[src/rtl/core/dtrn_pkg.sv]
// Shared types and constants for the decimated trace ring normalizer.
// Used by the top level and the trace store RAM instance; no dependencies.
package dtrn_pkg;

	localparam int RING_DEPTH   = 64;
	localparam int MAX_SNAPSHOT = 64;
	localparam int HARD_CAP     = 64;
	localparam int SNAP_CAP     = (MAX_SNAPSHOT < HARD_CAP) ? MAX_SNAPSHOT : HARD_CAP;

	localparam int SAMPLE_W = 12;
	localparam int PCT_W    = 7;
	localparam int FACTOR_W = 8;
	localparam int MAXC_W   = 7;
	localparam int PTR_W    = $clog2(RING_DEPTH);
	localparam int FILL_W   = $clog2(RING_DEPTH + 1);
	localparam int CNT_W    = (FILL_W > MAXC_W) ? FILL_W : MAXC_W;
	localparam int NUM_W    = SAMPLE_W + PCT_W;
	localparam int DIV_W    = $clog2(NUM_W + 1);

	localparam logic [SAMPLE_W-1:0] FULL_SCALE = SAMPLE_W'(4095);
	localparam logic [PCT_W-1:0]    PCT_SCALE  = PCT_W'(100);

	typedef enum logic [1:0] {
		ACT_SAMPLE = 2'd0,
		ACT_SNAP   = 2'd1,
		ACT_CLEAR  = 2'd2
	} action_t;

	typedef enum logic [2:0] {
		ST_IDLE,
		ST_SCAN,
		ST_SPAN,
		ST_FETCH,
		ST_LOAD,
		ST_DIV,
		ST_EMIT
	} state_t;

endpackage

[src/rtl/core/dtrn_ram.sv]
// Generic simple dual-port RAM: one write port, one read port, registered read.
// No dependencies.
module dtrn_ram #(
	parameter int WIDTH = 12,
	parameter int DEPTH = 64
) (
	input  logic                     clk,
	input  logic                     we,
	input  logic [$clog2(DEPTH)-1:0] waddr,
	input  logic [WIDTH-1:0]         wdata,
	input  logic                     re,
	input  logic [$clog2(DEPTH)-1:0] raddr,
	output logic [WIDTH-1:0]         rdata
);

	logic [WIDTH-1:0] mem [DEPTH];

	always_ff @(posedge clk) begin
		if (we) begin
			mem[waddr] <= wdata;
		end
		if (re) begin
			rdata <= mem[raddr];
		end
	end

endmodule

[src/rtl/core/decimated_trace_ring_normalizer_top.sv]
// Decimated trace ring normalizer: ring store of sensor samples with min/max scaled snapshots.
// Depends on dtrn_pkg and dtrn_ram.
//
// Sample, clear and empty-snapshot transactions are handled in the idle state. A snapshot of n entries
// first scans the ring to find min and max (one RAM read per cycle), then handles each
// entry in turn: RAM read, scale by 100, and a bit-serial restoring divider, then holds
// the result until the output takes it. The input stays stalled until the last result of a
// snapshot is taken. The trace store has no clearing pass; only entries written since the
// last clear are ever read.
module decimated_trace_ring_normalizer_top (
	input  logic                           clk,
	input  logic                           arst_n,
	input  logic                           cfg_we,
	input  logic [dtrn_pkg::FACTOR_W-1:0]  cfg_wdata,
	input  logic                           in_valid,
	output logic                           in_stall,
	input  logic [1:0]                     action,
	input  logic [dtrn_pkg::SAMPLE_W-1:0]  sample,
	input  logic [dtrn_pkg::MAXC_W-1:0]    max_count,
	output logic                           out_valid,
	input  logic                           out_stall,
	output logic [dtrn_pkg::PCT_W-1:0]     percent,
	output logic                           last
);

	localparam int SUM_W = dtrn_pkg::PTR_W + 1;

	dtrn_pkg::state_t state_q, state_d;

	logic [dtrn_pkg::FACTOR_W-1:0] factor_q;
	logic [dtrn_pkg::FACTOR_W-1:0] dec_cnt_q;
	logic [dtrn_pkg::PTR_W-1:0]    wp_q;
	logic [dtrn_pkg::FILL_W-1:0]   fill_q;
	logic [dtrn_pkg::CNT_W-1:0]    n_q;
	logic [dtrn_pkg::CNT_W-1:0]    cnt_q;
	logic [dtrn_pkg::PTR_W-1:0]    base_q;
	logic [dtrn_pkg::PTR_W-1:0]    ptr_q;
	logic [dtrn_pkg::SAMPLE_W-1:0] lo_q;
	logic [dtrn_pkg::SAMPLE_W-1:0] hi_q;
	logic [dtrn_pkg::SAMPLE_W-1:0] span_q;
	logic [dtrn_pkg::SAMPLE_W-1:0] rem_q;
	logic [dtrn_pkg::NUM_W-1:0]    num_q;
	logic [dtrn_pkg::DIV_W-1:0]    div_cnt_q;
	logic                          rdv_s1;

	logic                          in_acc;
	logic                          out_acc;
	logic [dtrn_pkg::FACTOR_W-1:0] factor_eff;
	logic [dtrn_pkg::FACTOR_W-1:0] dec_inc;
	logic                          store_now;
	logic [dtrn_pkg::CNT_W-1:0]    n_fm;
	logic [dtrn_pkg::CNT_W-1:0]    n_in;
	logic [SUM_W-1:0]              base_sum;
	logic [dtrn_pkg::PTR_W-1:0]    base_in;
	logic [dtrn_pkg::PTR_W-1:0]    ptr_inc;
	logic [dtrn_pkg::PTR_W-1:0]    wp_inc;
	logic                          scan_rd;
	logic                          ram_re;
	logic [dtrn_pkg::SAMPLE_W-1:0] ram_rdata;
	logic [dtrn_pkg::SAMPLE_W:0]   rem_sh;
	logic                          q_bit;
	logic [dtrn_pkg::SAMPLE_W:0]   rem_sub;
	logic [dtrn_pkg::SAMPLE_W-1:0] diff;
	logic                          is_last;

	assign in_acc  = in_valid && !in_stall;
	assign out_acc = out_valid && !out_stall;

	// decimation
	assign factor_eff = (factor_q == '0) ? dtrn_pkg::FACTOR_W'(1) : factor_q;
	assign dec_inc    = dec_cnt_q + dtrn_pkg::FACTOR_W'(1);
	assign store_now  = in_acc && (action == dtrn_pkg::ACT_SAMPLE) && (dec_inc >= factor_eff);
	assign wp_inc     = (wp_q == dtrn_pkg::PTR_W'(dtrn_pkg::RING_DEPTH - 1)) ? '0
	                                                                         : wp_q + 1'b1;

	// snapshot length and start
	assign n_fm = (dtrn_pkg::CNT_W'(fill_q) < dtrn_pkg::CNT_W'(max_count))
	            ? dtrn_pkg::CNT_W'(fill_q) : dtrn_pkg::CNT_W'(max_count);
	assign n_in = (n_fm < dtrn_pkg::CNT_W'(dtrn_pkg::SNAP_CAP))
	            ? n_fm : dtrn_pkg::CNT_W'(dtrn_pkg::SNAP_CAP);
	assign base_sum = {1'b0, wp_q} + SUM_W'(dtrn_pkg::RING_DEPTH) - SUM_W'(n_in);
	assign base_in  = (base_sum >= SUM_W'(dtrn_pkg::RING_DEPTH))
	                ? dtrn_pkg::PTR_W'(base_sum - SUM_W'(dtrn_pkg::RING_DEPTH))
	                : dtrn_pkg::PTR_W'(base_sum);
	assign ptr_inc  = (ptr_q == dtrn_pkg::PTR_W'(dtrn_pkg::RING_DEPTH - 1)) ? '0
	                                                                       : ptr_q + 1'b1;

	// divider step, offset from min and last-entry flag
	assign rem_sh  = {rem_q, num_q[dtrn_pkg::NUM_W-1]};
	assign q_bit   = (rem_sh >= {1'b0, span_q});
	assign rem_sub = q_bit ? (rem_sh - {1'b0, span_q}) : rem_sh;
	assign diff    = ram_rdata - lo_q;
	assign is_last = ((cnt_q + dtrn_pkg::CNT_W'(1)) == n_q);

	dtrn_ram #(
		.WIDTH(dtrn_pkg::SAMPLE_W),
		.DEPTH(dtrn_pkg::RING_DEPTH)
	) u_store (
		.clk  (clk),
		.we   (store_now),
		.waddr(wp_q),
		.wdata(sample),
		.re   (ram_re),
		.raddr(ptr_q),
		.rdata(ram_rdata)
	);

	// next state
	always_comb begin
		state_d = state_q;
		case (state_q)
			dtrn_pkg::ST_IDLE: begin
				if (in_acc && (action == dtrn_pkg::ACT_SNAP) && (n_in != '0)) begin
					state_d = dtrn_pkg::ST_SCAN;
				end
			end
			dtrn_pkg::ST_SCAN: begin
				if ((cnt_q == n_q) && !rdv_s1) begin
					state_d = dtrn_pkg::ST_SPAN;
				end
			end
			dtrn_pkg::ST_SPAN:  state_d = dtrn_pkg::ST_FETCH;
			dtrn_pkg::ST_FETCH: state_d = dtrn_pkg::ST_LOAD;
			dtrn_pkg::ST_LOAD:  state_d = dtrn_pkg::ST_DIV;
			dtrn_pkg::ST_DIV: begin
				if (div_cnt_q == dtrn_pkg::DIV_W'(dtrn_pkg::NUM_W - 1)) begin
					state_d = dtrn_pkg::ST_EMIT;
				end
			end
			dtrn_pkg::ST_EMIT: begin
				if (out_acc) begin
					state_d = is_last ? dtrn_pkg::ST_IDLE : dtrn_pkg::ST_FETCH;
				end
			end
			default: state_d = dtrn_pkg::ST_IDLE;
		endcase
	end

	// outputs
	always_comb begin
		in_stall  = (state_q != dtrn_pkg::ST_IDLE);
		out_valid = (state_q == dtrn_pkg::ST_EMIT);
		scan_rd   = (state_q == dtrn_pkg::ST_SCAN) && (cnt_q < n_q);
		ram_re    = scan_rd || (state_q == dtrn_pkg::ST_FETCH);
		percent   = num_q[dtrn_pkg::PCT_W-1:0];
		last      = is_last;
	end

	always_ff @(posedge clk or negedge arst_n) begin
		if (!arst_n) begin
			state_q   <= dtrn_pkg::ST_IDLE;
			factor_q  <= dtrn_pkg::FACTOR_W'(1);
			dec_cnt_q <= '0;
			wp_q      <= '0;
			fill_q    <= '0;
			n_q       <= '0;
			cnt_q     <= '0;
			div_cnt_q <= '0;
			rdv_s1    <= 1'b0;
		end else begin
			state_q <= state_d;
			rdv_s1  <= scan_rd;
			if (cfg_we) begin
				factor_q <= cfg_wdata;
			end
			if (in_acc && (action == dtrn_pkg::ACT_SAMPLE)) begin
				dec_cnt_q <= store_now ? '0 : dec_inc;
			end
			if (store_now) begin
				wp_q <= wp_inc;
				if (fill_q != dtrn_pkg::FILL_W'(dtrn_pkg::RING_DEPTH)) begin
					fill_q <= fill_q + 1'b1;
				end
			end
			if (in_acc && (action == dtrn_pkg::ACT_CLEAR)) begin
				wp_q   <= '0;
				fill_q <= '0;
			end
			if (in_acc && (action == dtrn_pkg::ACT_SNAP)) begin
				n_q   <= n_in;
				cnt_q <= '0;
			end
			if (scan_rd) begin
				cnt_q <= cnt_q + 1'b1;
			end
			if (state_q == dtrn_pkg::ST_SPAN) begin
				cnt_q <= '0;
			end
			if (state_q == dtrn_pkg::ST_LOAD) begin
				div_cnt_q <= '0;
			end
			if (state_q == dtrn_pkg::ST_DIV) begin
				div_cnt_q <= div_cnt_q + 1'b1;
			end
			if (out_acc) begin
				cnt_q <= cnt_q + 1'b1;
			end
		end
	end

	// datapath
	always_ff @(posedge clk) begin
		if (in_acc && (action == dtrn_pkg::ACT_SNAP)) begin
			base_q <= base_in;
			ptr_q  <= base_in;
			lo_q   <= dtrn_pkg::FULL_SCALE;
			hi_q   <= '0;
		end
		if (scan_rd || (state_q == dtrn_pkg::ST_FETCH)) begin
			ptr_q <= ptr_inc;
		end
		if (rdv_s1) begin
			if (ram_rdata < lo_q) begin
				lo_q <= ram_rdata;
			end
			if (ram_rdata > hi_q) begin
				hi_q <= ram_rdata;
			end
		end
		if (state_q == dtrn_pkg::ST_SPAN) begin
			span_q <= (hi_q > lo_q) ? (hi_q - lo_q) : dtrn_pkg::SAMPLE_W'(1);
			ptr_q  <= base_q;
		end
		if (state_q == dtrn_pkg::ST_LOAD) begin
			num_q <= dtrn_pkg::NUM_W'(diff) * dtrn_pkg::NUM_W'(dtrn_pkg::PCT_SCALE);
			rem_q <= '0;
		end
		if (state_q == dtrn_pkg::ST_DIV) begin
			num_q <= {num_q[dtrn_pkg::NUM_W-2:0], q_bit};
			rem_q <= rem_sub[dtrn_pkg::SAMPLE_W-1:0];
		end
	end

	a_pct_range: assert property (@(posedge clk) disable iff (!arst_n)
		out_valid |-> (percent <= dtrn_pkg::PCT_SCALE))
		else $error("percent above full scale");

	a_busy_out: assert property (@(posedge clk) disable iff (!arst_n)
		out_valid |-> in_stall)
		else $error("result shown while input open");

	a_fill_cap: assert property (@(posedge clk) disable iff (!arst_n)
		fill_q <= dtrn_pkg::FILL_W'(dtrn_pkg::RING_DEPTH))
		else $error("fill count past ring depth");

	a_run_len: assert property (@(posedge clk) disable iff (!arst_n)
		(out_acc && last) |=> (state_q == dtrn_pkg::ST_IDLE))
		else $error("snapshot run did not end after last");

endmodule
[config.mk]
export PLATFORM = sky130hd
export DESIGN_NAME = decimated_trace_ring_normalizer_top
export DESIGN_NICKNAME = d
export VERILOG_FILES = /design/src/rtl/core/dtrn_pkg.sv /design/src/rtl/core/dtrn_ram.sv /design/src/rtl/core/decimated_trace_ring_normalizer_top.sv
export SDC_FILE = /design/constraint.sdc
export NUM_CORES = 1
export LEC_CHECK = 0
export BUFFER_PORTS_ARGS = -buffer_cell sky130_fd_sc_hd__buf_4
export CAP_MARGIN = 10
export CELL_PAD_IN_SITES_DETAIL_PLACEMENT = 1
export CELL_PAD_IN_SITES_GLOBAL_PLACEMENT = 2
export CORE_MARGIN = 2
export CORE_UTILIZATION = 41
export CTS_BUF_LIST = sky130_fd_sc_hd__clkbuf_8 sky130_fd_sc_hd__clkbuf_16
export DETAILED_ROUTE_END_ITERATION = 6
export GPL_ROUTABILITY_DRIVEN = 0
export PLACE_DENSITY_LB_ADDON = 0.1
export SYNTH_ARGS = -nofsm -noshare
export SYNTH_HDL_FRONTEND = slang
export SYNTH_SLANG_ARGS = --single-unit
[constraint.sdc]
create_clock -name clk -period 10.2 [get_ports clk]
set_input_delay 1.53 -clock clk [delete_from_list [all_inputs] [get_ports clk]]
set_output_delay 1.53 -clock clk [all_outputs]
set_load 0.05 [all_outputs]
# == Word-level counts from Yosys, hierarchy flattened ==
# Memories as Yosys holds them, arrays and structs flattened. A register that Yosys moved wholly into a read port is not among the register bits.
# Index checks and enable logic that the tools add are counted.
# classes
n_mux,40
multipliers,1
addsub,12
reduce_logical,25
n_lt_le_gt_ge,9
n_eq_ne,18
# ops
operator,n
12-bit 2-to-1 mux,9
7-bit 2-to-1 mux,9
6-bit 2-to-1 mux,8
19-bit 2-to-1 mux,2
12-bit subtractor,3
12-bit greater-than comparator,2
3-bit case mux with 7 select lines,1
"12-bit by 5-bit multiplier with 17-bit output, second input constant",1
8-bit 2-to-1 mux,2
"7-bit by 1-bit adder with 7-bit output, second input constant",2
7-bit equality test,2
7-bit < comparator,2
13-bit by 12-bit >= comparator with 1-bit output,1
"6-bit by 1-bit adder with 6-bit output, second input constant",2
"6-bit equality test, second input constant",2
12-bit < comparator,1
3-bit 2-to-1 mux,4
5-bit 2-to-1 mux,2
"3-bit equality test, second input constant",3
1-bit logical AND,9
"8-bit by 1-bit adder with 8-bit output, second input constant",1
8-bit >= comparator,1
8-bit zero test,1
"6-bit by 7-bit adder with 7-bit output, second input constant",1
25 further kinds,34
# totals
out_inout_bits,10
reg_bits,131
mem_count,1
mem_bits_rw,768
wordCells,122
# memory_table
memory,words,word_bits,rd,rd_clocked_by_memory_dff,write_ports,line,text
u_store.mem,64,12,1,1,1,dtrn_ram.sv:16,logic [WIDTH-1:0] mem [DEPTH];

# == Depth between registers and ports, before layout ==
# Gate-level depths: netlist of the first run.
# depth
word_depth,10
mapped_depth,22
mapped_depth_nobuf,22

# == By module ==
# A second synthesis of the first run with hierarchy kept.
# unflattened
hier_cells,2416
area_unflattened_um2,39870.7
# modules_own_cells
module,instances,seq_area_each_um2,area_each_um2,cells_per_inst
dtrn_ram,1,23422.5,29971.2,1339
decimated_trace_ring_normalizer_top,1,3434.5,9899.5,1077

# == Worst setup path before layout of the first run ==
# OpenSTA, ideal clock, no wires.
# synth_timing
path_kind,reg2reg
start,register lo_q[1] (netlist bit)
end,"register num_q[17] (netlist bit), data pin"
synth_period_minus_slack_ns,4.656
path_slack_ns,5.544
path_stages_with_launch,21
arrival_time_ns,4.393
setup_ns,0.263
n_path_buf,0
path_cell_list,dfxtp_1 inv_1 ha_1 nor2b_1 o21a_1 o21ai_1 a21oi_1 a21oi_1 xnor2_1 ha_1 ha_1 inv_1 fa_1 inv_1 ha_1 a21o_1 or4_1 a311o_1 a21oi_1 or4b_2 nand3_1
# synth_between
elab_chain_cells,4
# synth_lines
element,line,text
"start, declared",decimated_trace_ring_normalizer_top.sv:38,logic [dtrn_pkg::SAMPLE_W-1:0] lo_q;
"start signal, assigned",decimated_trace_ring_normalizer_top.sv:206,lo_q <= dtrn_pkg::FULL_SCALE;
"start signal, assigned",decimated_trace_ring_normalizer_top.sv:214,lo_q <= ram_rdata;
12-bit subtractor,decimated_trace_ring_normalizer_top.sv:92,assign diff = ram_rdata - lo_q;
12-bit by 5-bit multiplier with 17-bit output,decimated_trace_ring_normalizer_top.sv:225,num_q <= dtrn_pkg::NUM_W'(diff) * dtrn_pkg::NUM_W'(dtrn_pkg::PCT_SCALE);
19-bit 2-to-1 mux,decimated_trace_ring_normalizer_top.sv:224,if (state_q == dtrn_pkg::ST_LOAD) begin
19-bit 2-to-1 mux,decimated_trace_ring_normalizer_top.sv:228,if (state_q == dtrn_pkg::ST_DIV) begin
"end signal, assigned",decimated_trace_ring_normalizer_top.sv:225,
"end signal, assigned",decimated_trace_ring_normalizer_top.sv:229,"num_q <= {num_q[dtrn_pkg::NUM_W-2:0], q_bit};"
"end, declared",decimated_trace_ring_normalizer_top.sv:42,logic [dtrn_pkg::NUM_W-1:0] num_q;
# Every way passes these cells. The select of a mux whose other input is x is not followed.
# A chain may end at the register's enable or synchronous reset.

# == Final worst setup path of the first run ==
# layout_timing
start,"register u_store.rdata[0], read port of u_store.mem"
end,"register num_q[17] (netlist bit), data pin"
# layout_between
elab_chain_cells,4
# layout_lines
element,line,text
"start, declared",dtrn_ram.sv:13,output logic [WIDTH-1:0] rdata
12-bit subtractor,decimated_trace_ring_normalizer_top.sv:92,
12-bit by 5-bit multiplier with 17-bit output,decimated_trace_ring_normalizer_top.sv:225,
19-bit 2-to-1 mux,decimated_trace_ring_normalizer_top.sv:224,
19-bit 2-to-1 mux,decimated_trace_ring_normalizer_top.sv:228,
# Every way passes these cells. The select of a mux whose other input is x is not followed.

==> reports/results.ini, run 1 <==
[outcome]
outcome = finished, final reports clean

[critical_path]
cp_cell_sequence = inv_1 -> ha_1 -> fa_1 -> nor2b_1 -> o21a_1 -> o21ai_1 -> nand2b_1 -> a21oi_1 -> xnor2_1 -> ha_1 -> ha_1 -> inv_1 -> fa_1 -> inv_1 -> ha_1 -> a21o_1 -> or4_1 -> a311o_1 -> a21oi_1 -> or4b_2 -> nand3_1
cp.depth = 21
start_kind = flop
crit_top_cell = ha_1
crit_fanout = 4
required_ns = 10.60
cpLargestDelayFamily = adder cells
crit_path_top_delay_cell = fa_1
end_kind = flop
critPathBufInv = 3
r2r_cells = 21
cp_slowest_stage_delay_ns = 0.53
arrival_ns = 5.56
crit_type = reg2reg

[global_routing]
grt_max_degree = 140
antenna_found_initial = 0
grtUsageTotal_pct = 20.0
overflow = 0
grt_pass1_vias = 22800
grt_pass1_wl_microns = 148000

[route]
wirelength_microns = 96100
wl_per_cell_microns = 25.5
vias = 20800
viasPerCell = 5.52
ant_nets = 0
route.detailed.drc = 0
drt_pass1_iterations = 7
drtIter0Drc = 1454

[synthesis]
netlist.area_leader.share_pct = 63.2
dominantRegCellSynth = edfxtp_1
yosysWarningCount = 0
yosysUniqueCellTypes = 66
synth_edf_count = 835
synth_area_sq_um = 39700
yosysSeqAreaShare_pct = 67.7
synth_area_leader_cell = edfxtp_1
ys_ff_latch = 911
synth_cells = 2279
synthesis.nets = 2446
synthArstFlopShare_pct = 5.71
synth.area.top_cells = edfxtp_1 63%, mux4_2 14%, ha_1 3.9%, dfrtp_1 3.2%, nor2_1 1.3%
syn_avg_cell_area_sq_um = 17.4

[cells_and_area]
fin_nets = 2574
syn_to_final_growth_pct = 13.2
drive_gt1_share_pct = 20.8

[clock_tree]
cts-htree-levels = 3
cts.path.max_buffers = 3
cts_setup_buffers = 0
cts_tree = yes
cts_buffers = 100
ctsHoldBuffers = 0
clkSinkCount = 911
clk_pin_slew_ns = 0.05
ctsResizeCount = 0
clock-root-buffer = clkbuf_16
clk_latency_ns = 0.67

[timing]
tightest_slew_ns = 1.23
fin_crit_sh_pct = 50.6
slew_violations = 0
slew_headroom_pct = 17.6
hold_viol = 0
clock.fmax_ghz = 0.194
finalSetupTns_ns = 0
rsz0062_at_grt = no
finalSetupViolations = 0
fin_skew_ns = 0.0293
fin_crit_ns = 5.16

[place]
portBuffers = 43
hpwlAfterDp_microns = 61900

[floorplanning]
die-area_sq_um = 99300
core_sq_um = 96300
die_y_microns = 315
initial_core_util_pct = 41.2
io_pins = 44
dieWidth_microns = 315
rows = 114

[flow_run]
drv_cap = 0

[min_path]
min_path_cells = 2
hp-class = reg2reg

[final cells by class]
class | count | area, sq um
Clock buffer | 103 | 2580
Inverter | 120 | 450
Antenna cell | 1 | 2.50
Multi-Input combinational cell | 1154 | 11900
Tap cell | 1276 | 1600
Fill cell | 9123 | 51400
Clock inverter | 79 | 621
Timing Repair Buffer | 120 | 943
Sequential cell | 911 | 26900
[layout by cell type, fill, tap and decap left out, types with 7 or more instances in the layout]
cell type | netlist | final
a211oi_1 | 12 | 12
a21o_1 | 24 | 24
a21oi_1 | 69 | 69
a31oi_1 | 10 | 10
and3_1 | 14 | 14
buf_4 | 7 | 112
bufinv_16 | 0 | 10
clkbuf_16 | 0 | 103
clkinv_1 | 0 | 26
clkinv_2 | 0 | 8
dfrtp_1 | 51 | 51
dfxtp_1 | 24 | 24
edfxtp_1 | 835 | 835
fa_1 | 10 | 10
ha_1 | 123 | 123
inv_1 | 117 | 144
mux2i_1 | 30 | 30
mux4_2 | 252 | 252
nand2_1 | 113 | 113
nand2b_1 | 12 | 12
nand3_1 | 27 | 27
nand4_1 | 19 | 19
nor2_1 | 134 | 132
nor2b_1 | 17 | 17
nor3_1 | 25 | 25
nor4_1 | 7 | 7
o21a_1 | 14 | 14
o21ai_0 | 29 | 29
o21ai_1 | 53 | 53
o31ai_1 | 13 | 13
or3_1 | 9 | 9
or4_1 | 8 | 8
xnor2_1 | 40 | 40
xor2_1 | 21 | 21
[tightest hold or removal path, cell delays in order, from the launching register on]
cell and delay, ns:
dfxtp_1 0.32, nand2_1 0.06, mux2i_1 0.05
[through the flow]
| stage | area, sq um | worst slack [ns] | instances | hold WS (ns) | utilization [%] |
|---|---|---|---|---|---|
| after detailed placement | 41700 | 4.99 | 3578 | 0.478 | 43.3 |
| after CTS | 44900 | 5.01 | 3760 | 0.488 | 46.6 |
| after floorplan | 39700 | 5.54 | 2279 | 0.451 | - |
| after global placement | 41600 | 5.12 | 3573 | 0.467 | 43.2 |
| after global routing | 44900 | 4.69 | 3763 | 0.501 | 46.7 |
| final | 44900 | 5.04 | 3764 | 0.488 | 46.7 |
[cell families (layout without fill, tap and decap cells)]
kind of cell | after synthesis | count (layout) | share of synthesized area [%]
compound gates | 263 | 263 | 4.10
xor+xnor | 61 | 61 | 1.35
fa+ha+maj | 133 | 133 | 4.38
buf+inv | 214 | 422 | 2.42
flops | 911 | 911 | 67.7
mux | 288 | 288 | 15.2
other cells | 0 | 1 | 0
simple gates | 409 | 409 | 4.84
[synth_stat cells, types with 4 or more instances]
cell / instances
dfrtp_1: 51
nand3b_1: 5
and3_1: 14
mux4_2: 252
xor2_1: 21
nand2_1: 113
inv_1: 117
nor4_1: 7
buf_2: 10
a31o_1: 6
fa_1: 10
nor2_1: 134
o311ai_1: 4
o21ai_0: 29
a31oi_1: 10
o21a_1: 14
buf_6: 16
nand2b_1: 12
and2_1: 4
clkbuf_1: 54
nor3_1: 25
xnor2_1: 40
nand3_1: 27
nor3b_1: 4
edfxtp_1: 835
o21ai_1: 53
dfxtp_1: 24
mux2i_1: 30
a21oi_1: 69
o211ai_1: 5
a21o_1: 24
ha_1: 123
nand4_1: 19
nor2b_1: 17
or4_1: 8
o31ai_1: 13
a211oi_1: 12
mux2_2: 6
buf_1: 7
buf_4: 7
or3_1: 9
[final timing paths]
check,slack (ns),start,endpoint
worst max-delay path,5.04,u_store.rdata[0]$_DFFE_PN_,num_q[17]$_DFFE_PP_
worst min-delay path,0.49,hi_q[0]$_DFF_P_,hi_q[0]$_DFF_P_
worst max register to register,5.04,u_store.rdata[0]$_DFFE_PN_,num_q[17]$_DFFE_PP_
worst min register to register,0.49,hi_q[0]$_DFF_P_,hi_q[0]$_DFF_P_
max in group asynchronous,8.76,arst_n,div_cnt_q[2]$_DFFE_PN0P_
min in group asynchronous,0.93,arst_n,factor_q[3]$_DFFE_PN0P_
[flip-flops by register name, indices dropped and copies added (netlist names), 6 cells and up]
register,cells
n_q,7
u_store.mem,768
num_q,19
rem_q,12
factor_q,8
span_q,12
fill_q,7
ptr_q,6
hi_q,12
cnt_q,7
wp_q,6
dec_cnt_q,8
lo_q,12
u_store.rdata,12
base_q,6
[routing by layer]
metal  part of all wire (%)  GRT usage (%)  vias up
met1                     45           27.4    11000
met5                      0              0        -
li1                       -              -     9296
met2                     50           33.6      365
met4                    2.0           5.43        0
met3                    3.6           2.55      123
Power of run 1 is not shown: default switching activity piles up to over one toggle a cycle in this logic, so the estimate is an artifact.
==> run 2: changes to the inputs <==
- ABC_AREA: not set -> 1
- clock period: 10.2 -> 5.1 ns (I/O delays scaled with it)
==> reports/results.ini, run 2 <==
[outcome]
outcome = finished, final reports clean  ; unchanged

[cells_and_area]
drive_gt1_share_pct = 8.84  ; was 20.8%
top_regs = u_store.mem: 768 flops, num_q: 19 flops  ; unchanged
largest_register = u_store.mem  ; unchanged
n_fill_cell = 10500  ; was 9123
largest_register_ffs = 768  ; unchanged
final_common_cell = edfxtp_1  ; unchanged
syn_to_final_growth_pct = 12.2  ; was 13.2%
fin_nets = 3791  ; was 2574
final_cell_mix = 835 x edfxtp_1, 563 x nor2_1, 496 x o21ai_0  ; was 835 x edfxtp_1, 252 x mux4_2, 144 x inv_1

[flow_run]
drv_cap = 0  ; unchanged

[route]
wl_per_cell_microns = 24.6  ; was 25.5 microns
viasPerCell = 5.63  ; was 5.52
ant_nets = 0  ; unchanged
drtIter0Drc = 1894  ; was 1454
route.detailed.drc = 0  ; unchanged
drt_pass1_iterations = 5  ; was 7
vias = 28100  ; was 20.8k
wirelength_microns = 123000  ; was 96100 microns

[synthesis]
yosysMostFrequentCell = edfxtp_1  ; unchanged
synth_area_leader_cell = edfxtp_1  ; unchanged
yosys-top-cells-count = 835 x edfxtp_1, 564 x nor2_1, 497 x o21ai_0  ; was 835 x edfxtp_1, 252 x mux4_2, 134 x nor2_1
syn_avg_cell_area_sq_um = 11.4  ; was 17.4 sq um
yosysUniqueCellTypes = 52  ; was 66
synth_area_sq_um = 40700  ; was 39700 sq um
ys_ff_latch = 911  ; unchanged
synth_edf_count = 835  ; unchanged
yosysWarningCount = 0  ; unchanged
netlist.area_leader.share_pct = 61.6  ; was 63.2%
synth.area.top_cells = edfxtp_1 62%, o21ai_0 6.1%, nor2_1 5.2%, ha_1 3.8%, nand2_1 3.4%  ; was edfxtp_1 63%, mux4_2 14%, ha_1 3.9%, dfrtp_1 3.2%, nor2_1 1.3%
synth_cells = 3570  ; was 2279
synthArstFlopShare_pct = 5.71  ; unchanged
dominantRegCellSynth = edfxtp_1  ; unchanged
yosysSeqAreaShare_pct = 66.0  ; was 67.7%
synthesis.nets = 3737  ; was 2446

[timing]
finalSetupViolations = 0  ; unchanged
tightest_slew_ns = 1.17  ; was 1.23 ns
slew_violations = 0  ; unchanged
hold_viol = 0  ; unchanged
fin_crit_sh_pct = 90.4  ; was 50.6%
rsz0062_at_grt = no  ; unchanged
fin_skew_ns = 0.0522  ; was 0.0293 ns
finalSetupTns_ns = 0  ; unchanged
clock.fmax_ghz = 0.217  ; was 0.194 GHz
fin_crit_ns = 4.61  ; was 5.16 ns
slew_headroom_pct = 21.9  ; was 17.6%

[clock_tree]
cts-htree-levels = 3  ; unchanged
clk_pin_slew_ns = 0.06  ; was 0.05 ns
cts_setup_buffers = 0  ; unchanged
cts.path.max_buffers = 3  ; unchanged
cts_tree = yes  ; unchanged
clk_latency_ns = 0.71  ; was 0.67 ns
ctsHoldBuffers = 0  ; unchanged
clock-root-buffer = clkbuf_16  ; unchanged
cts_buffers = 100  ; unchanged
clkSinkCount = 911  ; unchanged
ctsResizeCount = 0  ; unchanged

[critical_path]
start_kind = flop  ; unchanged
r2r_cells = 22  ; was 21
crit_type = reg2reg  ; unchanged
reg2reg_to = num_q[16]$_DFFE_PP_  ; was num_q[17]$_DFFE_PP_
reg2reg_setup_slack_ns = 0.49  ; was 5.04 ns
required_ns = 5.51  ; was 10.60 ns
r2r-start = u_store.rdata[2]$_DFFE_PN_  ; was u_store.rdata[0]$_DFFE_PN_
crit_fanout = 5  ; was 4
end_kind = flop  ; unchanged
arrival_ns = 5.01  ; was 5.56 ns

[floorplanning]
die_y_microns = 319  ; was 315 microns
die-area_sq_um = 102000  ; was 99300 sq um
io_pins = 44  ; unchanged
initial_core_util_pct = 41.4  ; was 41.2%
rows = 115  ; was 114
core_sq_um = 98400  ; was 96300 sq um
dieWidth_microns = 319  ; was 315 microns

[global_routing]
grt_max_degree = 151  ; was 140
grt_pass1_wl_microns = 186000  ; was 148000 microns
overflow = 0  ; unchanged
grt_pass1_vias = 29800  ; was 22.8k
antenna_found_initial = 1  ; was 0
grtUsageTotal_pct = 24.1  ; was 20.0%

[place]
hpwlAfterDp_microns = 75800  ; was 61900 microns
portBuffers = 43  ; unchanged

[min_path]
hp-class = in2async  ; was reg2reg

[run 2: cell count changes after synthesis, moves of 97 or more]
cell and change:
inv_1 +97, mux4_2 -252, nand2_1 +251, nor2_1 +430
o21ai_0 +468, o22ai_1 +187
[run 2: critical path: stages (launching register included)]
cell and delay [ns]:
edfxtp_1 0.42, ha_1 0.40, inv_1 0.09, o31ai_1 0.39, xnor2_1 0.18, inv_1 0.11, ha_1 0.29, ha_1 0.28
inv_1 0.05, fa_1 0.50, inv_1 0.04, ha_1 0.34, nand3_1 0.10, nand3_1 0.14, nand2_1 0.10, nand2_1 0.07
a21oi_1 0.10, o21ai_0 0.34, nand3_1 0.16, nand2_1 0.09, nand2_1 0.05, nand3_1 0.07, nand2_1 0.06
[run 2: logic make-up after synthesis]
| logic type | synth area share [%] |
|---|---|
| AND/OR/NAND/NOR | 11.1 |
| flip-flops | 66.0 |
| XOR/XNOR | 1.18 |
| multiplexers | 0.0246 |
| buffers and inverters | 4.42 |
| AO/OA/AOI/OAI | 13.1 |
| adder cells (fa/ha/maj) | 4.27 |
[run 2: metal layers]
metal	global-route usage (%)	wire length, microns	part of all wire, %
met4	9.63	5080	4.1
met2	42.0	61300	50
met5	0	0	0
met1	30.8	52600	43
met3	2.69	4180	3.4
[run 2: worst max-delay path by stage]
stage,startpoint,to,slack [ns],depth (start not counted)
finish,u_store.rdata[2]$_DFFE_PN_,num_q[16]$_DFFE_PP_,0.49,22
global placement,u_store.rdata[0]$_DFFE_PN_,num_q[17]$_DFFE_PP_,0.44,19
CTS,u_store.rdata[4]$_DFFE_PN_,num_q[17]$_DFFE_PP_,0.32,18
global route,u_store.rdata[2]$_DFFE_PN_,num_q[16]$_DFFE_PP_,0.02,22
floorplan,u_store.rdata[0]$_DFFE_PN_,num_q[17]$_DFFE_PP_,0.90,19
detailed placement,u_store.rdata[0]$_DFFE_PN_,num_q[16]$_DFFE_PP_,0.37,20
[run 2: final cells by class]
class	count	area (sq um)	share of cell area [%]
Clock inverter	86	588	1.29
Clock buffer	102	2540	5.56
Tap cell	1287	1610	3.52
Timing Repair Buffer	146	1170	2.56
Multi-Input combinational cell	2245	12100	26.4
Antenna cell	1	2.50	0.00548
Sequential cell	911	26900	58.8
Inverter	220	841	1.84
[run 2: stage by stage]
stage	util (%)	setup slack, ns	instance area, sq um	std cells	hold WS (ns)
3_5_place_dp	43.2	0.374	42500	4809	0.496
2_1_floorplan	-	0.903	40700	3570	0.453
4_1_cts	46.4	0.324	45700	4997	0.117
5_1_grt	46.4	0.0240	45700	4997	0.137
3_3_place_gp	43.2	0.436	42500	4809	0.481
6_report	46.4	0.492	45700	4998	0.103
Power of run 2 is left out for the same reason.
